**src/design/quoted_token_splitter_core_defines.svh**
```systemverilog
// ----------------------------------------------------------------------------
// Quoted token splitter assertion macros
// Shared concurrent assertion forms; each expects clk and rst in scope.
// ----------------------------------------------------------------------------
`ifndef QUOTED_TOKEN_SPLITTER_CORE_DEFINES_SVH
`define QUOTED_TOKEN_SPLITTER_CORE_DEFINES_SVH

// Same-cycle implication, checked outside reset.
`define QTS_ASSERT_NOW(lbl, ante, cons) \
  lbl: assert property (@(posedge clk) disable iff (rst) (ante) |-> (cons)) \
    else $error("qts assertion failed");

// Next-cycle implication, checked outside reset.
`define QTS_ASSERT_NEXT(lbl, ante, cons) \
  lbl: assert property (@(posedge clk) disable iff (rst) (ante) |=> (cons)) \
    else $error("qts assertion failed");

`endif

```
**src/design/qts_pkg.sv**
```systemverilog
// ----------------------------------------------------------------------------
// Quoted token splitter package
// Character codes, state and result types, and the small decode helpers.
// ----------------------------------------------------------------------------
`default_nettype none

package qts_pkg;

  localparam logic [7:0] CH_NUL    = 8'h00;
  localparam logic [7:0] CH_TAB    = 8'h09;
  localparam logic [7:0] CH_LF     = 8'h0A;
  localparam logic [7:0] CH_VT     = 8'h0B;
  localparam logic [7:0] CH_FF     = 8'h0C;
  localparam logic [7:0] CH_CR     = 8'h0D;
  localparam logic [7:0] CH_SPACE  = 8'h20;
  localparam logic [7:0] CH_DQUOTE = 8'h22;
  localparam logic [7:0] CH_SQUOTE = 8'h27;
  localparam logic [7:0] CH_BSLASH = 8'h5C;
  localparam logic [7:0] CH_ZERO   = 8'h30;
  localparam logic [7:0] CH_SEVEN  = 8'h37;
  localparam logic [7:0] CH_NINE   = 8'h39;
  localparam logic [7:0] CH_UP_A   = 8'h41;
  localparam logic [7:0] CH_UP_E   = 8'h45;
  localparam logic [7:0] CH_UP_F   = 8'h46;
  localparam logic [7:0] CH_LOW_A  = 8'h61;
  localparam logic [7:0] CH_LOW_B  = 8'h62;
  localparam logic [7:0] CH_LOW_E  = 8'h65;
  localparam logic [7:0] CH_LOW_F  = 8'h66;
  localparam logic [7:0] CH_LOW_N  = 8'h6E;
  localparam logic [7:0] CH_LOW_R  = 8'h72;
  localparam logic [7:0] CH_LOW_T  = 8'h74;
  localparam logic [7:0] CH_LOW_V  = 8'h76;
  localparam logic [7:0] CH_LOW_X  = 8'h78;

  // Decoded values of the named escapes
  localparam logic [7:0] VAL_BEL = 8'd7;
  localparam logic [7:0] VAL_BS  = 8'd8;
  localparam logic [7:0] VAL_HT  = 8'd9;
  localparam logic [7:0] VAL_NL  = 8'd10;
  localparam logic [7:0] VAL_VT  = 8'd11;
  localparam logic [7:0] VAL_FF  = 8'd12;
  localparam logic [7:0] VAL_CR  = 8'd13;
  localparam logic [7:0] VAL_ESC = 8'd27;

  localparam logic [1:0] HEX_DIGITS = 2'd2;
  localparam logic [1:0] OCT_DIGITS = 2'd3;

  typedef enum logic [1:0] {
    Q_NONE   = 2'd0,
    Q_SINGLE = 2'd1,
    Q_DOUBLE = 2'd2
  } quote_t;

  typedef enum logic [1:0] {
    ESC_NONE  = 2'd0,
    ESC_SLASH = 2'd1,
    ESC_HEX   = 2'd2,
    ESC_OCT   = 2'd3
  } esc_phase_t;

  typedef struct packed {
    logic       in_token;
    quote_t     quote_kind;
    esc_phase_t escape_phase;
    logic [1:0] digit_count;
    logic [7:0] escape_value;
  } qts_state_t;

  localparam qts_state_t STATE_RESET = '{
    in_token:     1'b0,
    quote_kind:   Q_NONE,
    escape_phase: ESC_NONE,
    digit_count:  2'd0,
    escape_value: 8'd0
  };

  // Up to two result bytes caused by one character; byte0 leaves first
  typedef struct packed {
    logic [1:0] count;
    logic [7:0] byte0;
    logic [7:0] byte1;
  } qts_result_t;

  // {valid, value} of a hex digit in either case
  function automatic logic [4:0] hex_digit(input logic [7:0] c);
    logic [7:0] d;
    d = 8'd0;
    if (c >= CH_ZERO && c <= CH_NINE) begin
      d = c - CH_ZERO;
      return {1'b1, d[3:0]};
    end
    if (c >= CH_LOW_A && c <= CH_LOW_F) begin
      d = c - CH_LOW_A + 8'd10;
      return {1'b1, d[3:0]};
    end
    if (c >= CH_UP_A && c <= CH_UP_F) begin
      d = c - CH_UP_A + 8'd10;
      return {1'b1, d[3:0]};
    end
    return 5'd0;
  endfunction

  // {hit, value} for the single-letter escapes
  function automatic logic [8:0] named_escape(input logic [7:0] c);
    case (c) inside
      CH_LOW_A:          return {1'b1, VAL_BEL};
      CH_LOW_B:          return {1'b1, VAL_BS};
      CH_LOW_E, CH_UP_E: return {1'b1, VAL_ESC};
      CH_LOW_F:          return {1'b1, VAL_FF};
      CH_LOW_N:          return {1'b1, VAL_NL};
      CH_LOW_R:          return {1'b1, VAL_CR};
      CH_LOW_T:          return {1'b1, VAL_HT};
      CH_LOW_V:          return {1'b1, VAL_VT};
      default:           return 9'd0;
    endcase
  endfunction

  function automatic logic is_space(input logic [7:0] c);
    return c == CH_SPACE || c == CH_TAB || c == CH_LF || c == CH_VT ||
           c == CH_FF || c == CH_CR;
  endfunction

endpackage

`default_nettype wire

```
**src/design/qts_char_if.sv**
```systemverilog
// ----------------------------------------------------------------------------
// Character channel
// Valid/ready channel carrying one input character per transaction.
// ----------------------------------------------------------------------------
`default_nettype none

interface qts_char_if;
  logic       valid;
  logic       ready;
  logic [7:0] char_in;

  modport source (output valid, output char_in, input ready);
  modport sink   (input valid, input char_in, output ready);
endinterface

`default_nettype wire

```
**src/design/qts_result_if.sv**
```systemverilog
// ----------------------------------------------------------------------------
// Result channel
// Valid/ready channel carrying one token byte per transaction.
// ----------------------------------------------------------------------------
`default_nettype none

interface qts_result_if;
  logic       valid;
  logic       ready;
  logic [7:0] out_byte;
  logic       last_of_run;

  modport source (output valid, output out_byte, output last_of_run, input ready);
  modport sink   (input valid, input out_byte, input last_of_run, output ready);
endinterface

`default_nettype wire

```
**src/design/qts_decode.sv**
```systemverilog
// ----------------------------------------------------------------------------
// Quoted token splitter decode
// Next state and result bytes for one character, purely combinational.
// ----------------------------------------------------------------------------
`default_nettype none

module qts_decode (
  input  wire logic [7:0]         c,
  input  wire qts_pkg::qts_state_t st,
  output qts_pkg::qts_state_t     st_next,
  output qts_pkg::qts_result_t    res
);
  import qts_pkg::*;

  logic [4:0]  hx;
  logic [8:0]  nm;
  logic        is_hex;
  logic        digit_ok;
  logic [1:0]  cnt_inc;
  logic [7:0]  val_acc;
  logic        run_plain;
  logic        fin_emit;
  logic [7:0]  fin_val;
  logic        pl_emit;
  logic [7:0]  pl_val;
  qts_state_t  s;
  quote_t      kind;

  always_comb begin
    hx       = hex_digit(c);
    nm       = named_escape(c);
    is_hex   = st.escape_phase == ESC_HEX;
    digit_ok = hx[4] && (is_hex || !hx[3]);
    cnt_inc  = st.digit_count + 2'd1;
    val_acc  = is_hex ? {st.escape_value[3:0], hx[3:0]}
                      : {st.escape_value[4:0], hx[2:0]};
    kind     = (c == CH_SQUOTE) ? Q_SINGLE : Q_DOUBLE;

    s         = st;
    run_plain = 1'b1;
    fin_emit  = 1'b0;
    fin_val   = st.escape_value;

    // Numeric escape in progress: take a digit or close it out
    if (st.escape_phase == ESC_HEX || st.escape_phase == ESC_OCT) begin
      if (digit_ok) begin
        run_plain = 1'b0;
        if (cnt_inc >= (is_hex ? HEX_DIGITS : OCT_DIGITS)) begin
          fin_emit       = val_acc != 8'd0;
          fin_val        = val_acc;
          s.escape_phase = ESC_NONE;
          s.digit_count  = 2'd0;
          s.escape_value = 8'd0;
        end else begin
          s.digit_count  = cnt_inc;
          s.escape_value = val_acc;
        end
      end else begin
        fin_emit       = st.escape_value != 8'd0;
        s.escape_phase = ESC_NONE;
        s.digit_count  = 2'd0;
        s.escape_value = 8'd0;
      end
    end

    pl_emit = 1'b0;
    pl_val  = c;
    st_next = s;
    if (run_plain) begin
      if (c == CH_NUL) begin
        pl_emit = s.in_token;
        pl_val  = CH_NUL;
        st_next = STATE_RESET;
      end else if (s.escape_phase == ESC_SLASH) begin
        st_next.escape_phase = ESC_NONE;
        if (nm[8]) begin
          pl_emit = 1'b1;
          pl_val  = nm[7:0];
        end else if (c == CH_LOW_X) begin
          st_next.escape_phase = ESC_HEX;
          st_next.digit_count  = 2'd0;
          st_next.escape_value = 8'd0;
        end else if (c >= CH_ZERO && c <= CH_SEVEN) begin
          st_next.escape_phase = ESC_OCT;
          st_next.digit_count  = 2'd1;
          st_next.escape_value = {5'd0, c[2:0]};
        end else begin
          pl_emit = 1'b1;
        end
      end else if (!s.in_token && is_space(c)) begin
        // skip leading whitespace
      end else begin
        st_next.in_token = 1'b1;
        if (c == CH_SQUOTE || c == CH_DQUOTE) begin
          if (s.quote_kind == Q_NONE) begin
            st_next.quote_kind = kind;
          end else if (s.quote_kind == kind) begin
            st_next.quote_kind = Q_NONE;
          end else begin
            pl_emit = 1'b1;
          end
        end else if (c == CH_BSLASH) begin
          st_next.escape_phase = ESC_SLASH;
        end else if ((c == CH_SPACE || c == CH_TAB) && s.quote_kind == Q_NONE) begin
          pl_emit          = 1'b1;
          pl_val           = CH_NUL;
          st_next.in_token = 1'b0;
        end else begin
          pl_emit = 1'b1;
        end
      end
    end

    // Pack: the finished escape value always goes out before the plain byte
    res.count = {1'b0, fin_emit} + {1'b0, pl_emit};
    res.byte0 = fin_emit ? fin_val : pl_val;
    res.byte1 = pl_val;
  end

endmodule

`default_nettype wire

```
**src/design/quoted_token_splitter_core.sv**
```systemverilog
// ----------------------------------------------------------------------------
// Quoted token splitter core
// Shell-style word splitter with quote grouping and C escape decoding.
// ----------------------------------------------------------------------------
// Takes one character per cycle on chars and emits decoded token bytes on
// tokens, a zero byte closing each token; last_of_run flags the final byte
// caused by a character. A character is registered, decoded against the
// tokenizer state and its bytes land in a two-entry result register, so a
// byte passes the input register and then the result register. The
// sustained rate is one character per cycle while each character yields at
// most one byte and the sink keeps ready high; a character that yields two
// bytes holds the single result port until both are taken, and the next
// character that yields bytes waits for that.
`default_nettype none

module quoted_token_splitter_core (
  input  wire logic clk,
  input  wire logic rst,
  qts_char_if.sink     chars,
  qts_result_if.source tokens
);
  import qts_pkg::*;
  `include "quoted_token_splitter_core_defines.svh"

  logic        in_v;
  logic [7:0]  in_char;
  qts_state_t  st;
  qts_state_t  st_next;
  qts_result_t res;

  logic [1:0]  cnt;
  logic [1:0]  cnt_next;
  logic [7:0]  b0;
  logic [7:0]  b0_next;
  logic [7:0]  b1;
  logic [7:0]  b1_next;

  logic        pop;
  logic        buf_free;
  logic        dec_fire;
  logic        load;

  qts_decode u_decode (
    .c       (in_char),
    .st      (st),
    .st_next (st_next),
    .res     (res)
  );

  assign pop      = tokens.valid && tokens.ready;
  assign buf_free = (cnt == 2'd0) || (cnt == 2'd1 && tokens.ready);
  assign dec_fire = in_v && (buf_free || res.count == 2'd0);
  assign load     = dec_fire && res.count != 2'd0;

  assign chars.ready        = !in_v || dec_fire;
  assign tokens.valid       = cnt != 2'd0;
  assign tokens.out_byte    = b0;
  assign tokens.last_of_run = cnt == 2'd1;

  always_comb begin
    cnt_next = cnt;
    b0_next  = b0;
    b1_next  = b1;
    if (load) begin
      cnt_next = res.count;
      b0_next  = res.byte0;
      b1_next  = res.byte1;
    end else if (pop) begin
      // advance the second byte to the head
      cnt_next = cnt - 2'd1;
      b0_next  = b1;
    end
  end

  always_ff @(posedge clk) begin
    if (rst) begin
      in_v <= 1'b0;
      st   <= STATE_RESET;
      cnt  <= 2'd0;
    end else begin
      if (chars.ready) in_v <= chars.valid;
      if (dec_fire) st <= st_next;
      cnt <= cnt_next;
    end
  end

  always_ff @(posedge clk) begin
    if (chars.ready) in_char <= chars.char_in;
    b0 <= b0_next;
    b1 <= b1_next;
  end

  `QTS_ASSERT_NOW(a_cnt_range, 1'b1, cnt != 2'd3)
  `QTS_ASSERT_NEXT(a_pair_drains, cnt == 2'd2 && pop, cnt == 2'd1)
  `QTS_ASSERT_NOW(a_quote_in_token, st.quote_kind != Q_NONE, st.in_token)
  `QTS_ASSERT_NOW(a_escape_in_token, st.escape_phase != ESC_NONE, st.in_token)
  `QTS_ASSERT_NOW(a_idle_escape_clear,
                  st.escape_phase == ESC_NONE || st.escape_phase == ESC_SLASH,
                  st.digit_count == 2'd0 && st.escape_value == 8'd0)

endmodule

`default_nettype wire

```
**src/flat_wrapper.sv**
```systemverilog
// flat-port wrapper written by rule: the top's interface ports become plain ports
module quoted_token_splitter_core_flat import qts_pkg::*;
  (clk, rst, chars_valid, chars_char_in, chars_ready, tokens_valid, tokens_out_byte, tokens_last_of_run, tokens_ready);
  qts_char_if chars_i ();
  qts_result_if tokens_i ();
  input  wire logic clk;
  input  wire logic rst;
  input wire logic [$bits(chars_i.valid)-1:0] chars_valid;
  input wire logic [$bits(chars_i.char_in)-1:0] chars_char_in;
  output wire logic [$bits(chars_i.ready)-1:0] chars_ready;
  output wire logic [$bits(tokens_i.valid)-1:0] tokens_valid;
  output wire logic [$bits(tokens_i.out_byte)-1:0] tokens_out_byte;
  output wire logic [$bits(tokens_i.last_of_run)-1:0] tokens_last_of_run;
  input wire logic [$bits(tokens_i.ready)-1:0] tokens_ready;
  assign chars_i.valid = chars_valid;
  assign chars_i.char_in = chars_char_in;
  assign chars_ready = chars_i.ready;
  assign tokens_valid = tokens_i.valid;
  assign tokens_out_byte = tokens_i.out_byte;
  assign tokens_last_of_run = tokens_i.last_of_run;
  assign tokens_i.ready = tokens_ready;
  quoted_token_splitter_core u_core (.clk(clk), .rst(rst), .chars(chars_i), .tokens(tokens_i));
endmodule
```
**config.mk**
```make
export PLATFORM = sky130hd
export DESIGN_NAME = quoted_token_splitter_core_flat
export DESIGN_NICKNAME = d
export VERILOG_FILES = /design/src/design/qts_pkg.sv /design/src/design/qts_char_if.sv /design/src/design/qts_result_if.sv /design/src/design/qts_decode.sv /design/src/design/quoted_token_splitter_core.sv /design/src/flat_wrapper.sv
export VERILOG_INCLUDE_DIRS = /design/src /design/src/design
export SDC_FILE = /design/constraint.sdc
export NUM_CORES = 1
export LEC_CHECK = 0
export CORE_MARGIN = 1.5
export CORE_UTILIZATION = 57
export CTS_BUF_LIST = sky130_fd_sc_hd__clkbuf_2
export DETAILED_ROUTE_END_ITERATION = 7
export DONT_BUFFER_PORTS = 1
export GPL_TIMING_DRIVEN = 1
export PLACE_DENSITY = 0.75
export RECOVER_POWER = 25
export SYNTH_ARGS = -nofsm -noshare
export SYNTH_HDL_FRONTEND = slang
export SYNTH_SLANG_ARGS = --single-unit
```
**constraint.sdc**
```tcl
create_clock -name clk -period 4.55 [get_ports clk]
set_clock_uncertainty 0.1 [all_clocks]
set_input_delay 0.6825 -clock clk [delete_from_list [all_inputs] [get_ports clk]]
set_output_delay 0.6825 -clock clk [all_outputs]
set_load 0.05 [all_outputs]
```
==> flow_metrics.py, run 1 <==
metrics = {
    "outcome": {
        "status": "completed",
    },
    "yosys": {
        "synth_area_um2": 2860,
        "synthTopCellsByCount": "35 x nor2_1, 28 x nand2_1, 24 x edfxtp_1, 20 x inv_1, 18 x dfxtp_1",
        "synth_area_per_cell_um2": 8.98,
        "ys_seq_area_frac": 0.378,
        "async_reset_ff_frac": 0,
        "synth_edf_count": 24,
        "synth-seq-cells": 42,
        "yosys.cell_count.top_type": "nor2_1",
        "synth_top_area_cell": "edfxtp_1",
        "synthCells": 318,
        "ys.flop_type": "edfxtp_1",
        "syn-num-nets": 340,
        "synthDistinctLibCells": 65,
        "yosysTopAreaCellShare": 0.252,
        "synthTopCellsByArea": "edfxtp_1 25%, dfxtp_1 13%, nor2_1 4.6%, ha_1 4.4%, nand2_1 3.7%",
        "yosys_warnings": 0,
    },
    "worst_setup_path": {
        "required_ns": 3.77,
        "crit_path_end_kind": "output port",
        "timing.rr.start": "u_core.in_char[0]",
        "cpLargestDelayFamily": "compound AO/OA/AOI/OAI gates",
        "startpoint": "u_core.in_char[0]",
        "critical-path-slowest-cell": "edfxtp_1",
        "arrival_ns": 3.59,
        "crit_fanout": 7,
        "cpPeakStageDelay_ns": 0.57,
        "path_buf_inv": 2,
        "startpoint_type": "flip-flop",
        "path_cells": "inv_2 > ha_1 > nand2_1 > a221oi_2 > o211a_4 > a21oi_2 > a311oi_4 > inv_2 > ha_1 > a211oi_4 > nand2_4",
        "worst-setup-path-type": "reg -> out",
    },
    "timing": {
        "whs_ns": 0.195,
        "max_freq_mhz": 229,
        "finalCritPeriodShare": 0.961,
        "report.final.slew_viol_count": 0,
        "relSlewSlack": 0.497,
        "period_minus_slack_ns": 4.37,
        "finalSetupViolations": 0,
        "rsz0062_at_grt": "no",
        "tightest_slew_ns": 0.748,
        "finalHoldViolations": 0,
    },
    "drt": {
        "via_count": 2593,
        "routed_wl_mm": 7.36,
        "wl_per_cell_um": 18.9,
        "via_per_inst": 6.65,
        "drt_iter0_markers": 200,
        "firstDrtPassIters": 5,
        "drtAntennaViolNets": 0,
        "drc_errors": 0,
    },
    "clock_network": {
        "clk_latency_ns": 0.43,
        "cts.sinks": 42,
        "cts_root_buffer": "clkbuf_2",
        "clk_pin_slew_worst_paths_ns": 0.23,
        "clock_path_buffers": 2,
        "cts_made_buffers": 5,
        "cts_tree": "done",
        "htreeDepth": 2,
    },
    "floorplanning": {
        "core_area_um2": 4790,
        "chipHeight_um": 73.8,
        "dieArea_um2": 5440,
        "ioPinCount": 23,
        "fp.dieW_um": 73.8,
        "start_util": 0.597,
        "rows": 25,
    },
    "place": {
        "gp_congestion": 0.913,
        "hpwl_mm": 5.31,
        "io_buffers": 0,
        "place_area_um2": 2950,
    },
    "global_route": {
        "grt_overflow": 0,
        "grt_pass1_wl_mm": 12.0,
        "grt_max_degree": 19,
        "grt_pass1_vias": 2394,
        "grt.total_usage": 0.292,
        "antenna_found_initial": 0,
    },
    "final_layout": {
        "fill_cells": 435,
        "area_growth_syn_to_layout_pct": 7.67,
        "fin_area_um2": 3080,
        "drive_gt1_frac": 0.149,
        "antenna-diode-count": 0,
        "nNetsFinal": 344,
    },
    "power": {
        "fin_total_pwr_w": 0.00116,
        "power.leakage_nw": 1.13,
        "vdd_drop_max_v": 0.000215,
        "powerDensity_nw_per_um2": 378,
    },
    "hold_path": {
        "hold_class": "in -> reg",
        "hp-start": "rst",
    },
    "run": {
        "cap_viol_max_count": 0,
    },
}
logic make-up after synthesis:
group	share of synthesized area
AO/OA/AOI/OAI	0.247
XOR/XNOR	0.00613
flip-flops	0.378
adder cells (fa/ha/maj)	0.0438
AND/OR/NAND/NOR	0.229
buffers and inverters	0.0552
multiplexers	0.0407
flip-flops by register name (all words and copies together) (netlist names):
name                    cells
u_core.b1                   8
u_core.cnt                  2
u_core.in_char              8
u_core.in_v                 1
u_core.st                  15
u_core.tokens.out_byte      8
final cells by class:
type	count	area (um^2)	share of cell area
clock buffer	5	25.0	0.00814
clock inverter	3	40.0	0.0130
inverter	22	82.6	0.0269
multi-input combinational	238	1670	0.541
sequential	42	1080	0.352
tap	67	83.8	0.0273
timing repair buffer	13	97.6	0.0317
through the flow:
stage | setup slack (ns) | cells | utilization | setup TNS, ns
4_1_cts | 0.0502 | 388 | 0.634 | 0
3_5_place_dp | -0.153 | 380 | 0.616 | -1.30
2_1_floorplan | 0.0516 | 318 | - | 0
3_3_place_gp | 0.0858 | 380 | 0.616 | 0
5_1_grt | 0.0528 | 390 | 0.643 | 0
6_report | 0.177 | 390 | 0.643 | 0
cells in the final DEF (no fill, tap or decap), drive strengths merged, types with 5 or more instances in the layout:
cell    count
o211ai      6
a211oi      8
nor2b       6
nor3        9
clkbuf      5
ha         10
mux2        5
nand3       8
nor2       36
mux2i       6
a21oi      14
nand2      28
o22ai       6
dfxtp      18
nand4       7
o21ai      14
nand2b      8
inv        21
a32oi       7
buf        13
edfxtp     24
metal layers:
layer | up-vias | GRT usage | routed length [um] | part of all wire
li1 | 1214 | - | - | -
met1 | 1257 | 0.379 | 3340 | 0.45
met2 | 103 | 0.467 | 3450 | 0.47
met3 | 19 | 0.0604 | 367 | 0.050
met4 | 0 | 0.130 | 209 | 0.028
met5 | - | 0 | 0 | 0
path summary, 6_finish.rpt:
kind         slack (ns)                        end  depth (start not counted)
max reg2reg        0.33  u_core.tokens.out_byte[1]                         15
min reg2reg        0.40              u_core.st[12]                          2
min                0.20              u_core.st[14]                          1
max                0.18                chars_ready                         11
power breakdown:
| group | internal [W] | switching, W | leakage (nW) | total [W] |
|---|---|---|---|---|
| Combinational | 0.000133 | 0.000226 | 0.711 | 0.000359 |
| Sequential | 0.000470 | 0.000112 | 0.381 | 0.000582 |
| Clock | 0.0000911 | 0.000129 | 0.0427 | 0.000221 |
what timing repair did:
item / 4_1_cts / 5_1_grt
hold buffers: 0 / 0
gates resized for setup: 5 / 5
pin swaps: 0 / 3
buffers inserted: 0 / 2
setup endpoints to repair: 17 / 18
hold endpoints to repair: 0 / 0
Note: power is estimated with default switching activity, not from simulation.
==> run 2, diff against run 1 <==
--- a/config.mk
+++ b/config.mk
@@ -6,7 +6,7 @@
 export SDC_FILE = /design/constraint.sdc
 export NUM_CORES = 1
 export LEC_CHECK = 0
-export CORE_MARGIN = 1.5
+export CORE_MARGIN = 3
 export CORE_UTILIZATION = 57
 export CTS_BUF_LIST = sky130_fd_sc_hd__clkbuf_2
 export DETAILED_ROUTE_END_ITERATION = 7
==> run 2 against run 1 <==
- core utilization is 0.13 points lower
- maximum frequency is 0.86% higher
- routed wire length is 2.4% lower
- critical endpoint unchanged
- highest routed layer unchanged
==> flow_metrics.py, run 2 (synthesis gave the netlist of run 1 again) <==
metrics = {
    "outcome": {
        "status": "completed",
    },
    "timing": {
        "finalCritPeriodShare": 0.953,
        "tightest_slew_ns": 0.752,
        "fin_setup_tns_ns": 0,
        "finalHoldViolations": 0,
        "report.final.slew_viol_count": 0,
        "period_minus_slack_ns": 4.34,
        "finalSetupViolations": 0,
        "max_freq_mhz": 231,
        "relSlewSlack": 0.495,
        "rsz0062_at_grt": "no",
    },
    "power": {
        "vdd_drop_max_v": 0.000193,
        "power.leakage_nw": 1.15,
        "clock_power_share": 0.189,
        "p_seq_frac": 0.498,
        "pwr-share-comb": 0.312,
        "p_sw_w": 0.000465,
        "internal_power_w": 0.000692,
        "p_sw_frac": 0.402,
        "powerDensity_nw_per_um2": 377,
    },
    "worst_setup_path": {
        "arrival_ns": 3.55,
        "regToRegSetupSlack_ns": 0.35,
        "rr_worst_depth": 15,
        "worst-setup-path-type": "reg -> out",
        "worstReg2RegEnd": "u_core.tokens.out_byte[1]",
        "startpoint_type": "flip-flop",
        "timing.rr.start": "u_core.in_char[0]",
        "crit_fanout": 7,
        "required_ns": 3.77,
        "crit_path_end_kind": "output port",
    },
    "final_layout": {
        "instances_no_fill": 392,
        "layout.area.seq_um2": 1080,
        "largest_reg_flops": 15,
        "final_cell_mix": "35 x nor2_1, 27 x nand2_1, 24 x edfxtp_1",
        "fill_cells": 408,
        "multiInputGateArea_um2": 1640,
        "largest_register": "u_core.st",
        "layout_commonest_cell": "nor2_1",
        "drive_gt1_frac": 0.148,
        "nNetsFinal": 346,
        "antenna-diode-count": 0,
        "area_growth_syn_to_layout_pct": 7.45,
    },
    "clock_network": {
        "clock_path_buffers": 2,
        "cts_made_buffers": 5,
        "cts_tree": "done",
        "htreeDepth": 2,
        "ctsHoldBuffers": 0,
        "cts_root_buffer": "clkbuf_2",
        "cts.sinks": 42,
        "clk_pin_slew_worst_paths_ns": 0.23,
        "clk_latency_ns": 0.41,
    },
    "drt": {
        "firstDrtPassIters": 5,
        "drc_errors": 0,
        "via_per_inst": 6.53,
        "wl_per_cell_um": 18.3,
        "routed_wl_mm": 7.18,
        "via_count": 2558,
        "drtAntennaViolNets": 0,
        "drt_iter0_markers": 270,
    },
    "hold_path": {
        "hp-start": "rst",
        "hold_class": "in -> reg",
        "hold-path-cell-count": 1,
        "min_to": "u_core.st[13]",
    },
    "floorplanning": {
        "rows": 25,
        "core_area_um2": 4790,
        "dieArea_um2": 5900,
        "chipHeight_um": 76.8,
        "start_util": 0.597,
        "ioPinCount": 23,
        "fp.dieW_um": 76.8,
    },
    "run": {
        "cap_viol_max_count": 0,
    },
    "global_route": {
        "grt_pass1_vias": 2441,
        "grt_max_degree": 19,
        "antenna_found_initial": 0,
        "grt_overflow": 0,
        "grt_pass1_wl_mm": 12.1,
        "grt.total_usage": 0.256,
    },
    "place": {
        "hpwl_mm": 5.27,
        "gp_congestion": 0.971,
        "io_buffers": 0,
        "dp_cells": 383,
    },
}
run 2: changes by cell type in the layout (fill, tap and decap cells not counted):
cell,previous run,this run
buf_4,13,15
o21ai_1,1,0
inv_2,2,1
ha_4,2,0
o21ai_2,1,2
inv_1,19,20
ha_1,8,10
run 2: worst max-delay path, cell delays in order (launching register included):
cell and delay, ns:
edfxtp_1 0.45, inv_1 0.14, ha_1 0.29, o21bai_1 0.15, a21oi_1 0.26, mux2_2 0.37, and3_1 0.17, a311oi_4 0.36
inv_2 0.13, ha_1 0.26, a211oi_4 0.35, nand2_4 0.20
run 2: metrics by stage:
stage	worst slack (ns)	util	power (W)	instance area (um^2)	hold WS (ns)
finish	0.214	0.641	0.00116	3070	0.196
detailed placement	0.000704	0.621	0.000922	2970	0.375
CTS	0.0667	0.638	0.00115	3050	0.184
global route	0.0207	0.641	0.00122	3070	0.157
floorplan	0.0516	-	0.000842	2860	0.350
global placement	0.0744	0.621	0.000918	2970	0.365
run 2: timing repair:
item	4_1_cts	5_1_grt
gates resized for setup	4	2
setup endpoints to repair	7	17
pin swaps	0	1
buffers inserted	0	1
run 2: how the worst max path moves through the flow:
stage                      start                   endpoint  slack [ns]  depth (start not counted)
6_report       u_core.in_char[1]                chars_ready        0.21                         11
3_5_place_dp   u_core.in_char[0]  u_core.tokens.out_byte[5]      0.0007                         16
2_1_floorplan  u_core.in_char[1]  u_core.tokens.out_byte[5]        0.05                         17
5_1_grt        u_core.in_char[1]                chars_ready        0.02                         11
3_3_place_gp   u_core.in_char[0]  u_core.tokens.out_byte[1]        0.07                         15
4_1_cts        u_core.in_char[0]                chars_ready        0.07                         11
run 2: area by class of cell:
class / instances / share of cell area
inverter: 22 / 0.0269
tap: 67 / 0.0273
clock inverter: 3 / 0.0130
clock buffer: 5 / 0.00815
sequential: 42 / 0.352
multi-input combinational: 238 / 0.536
timing repair buffer: 15 / 0.0367
run 2: power groups by stage:
stage / logic [W] / registers (W) / clock network (W)
6_report: 0.000362 / 0.000577 / 0.000219
5_1_grt: 0.000398 / 0.000583 / 0.000242
2_1_floorplan: 0.000276 / 0.000566 / 0
4_1_cts: 0.000348 / 0.000577 / 0.000222
3_5_place_dp: 0.000337 / 0.000586 / 0
3_3_place_gp: 0.000334 / 0.000584 / 0
run 2: routing by layer:
layer / part of all wire / GRT usage / up-vias
met5: 0 / 0 / -
met4: 0.020 / 0.0960 / 0
met3: 0.063 / 0.0423 / 14
met2: 0.48 / 0.409 / 127
met1: 0.43 / 0.349 / 1198
li1: - / - / 1219
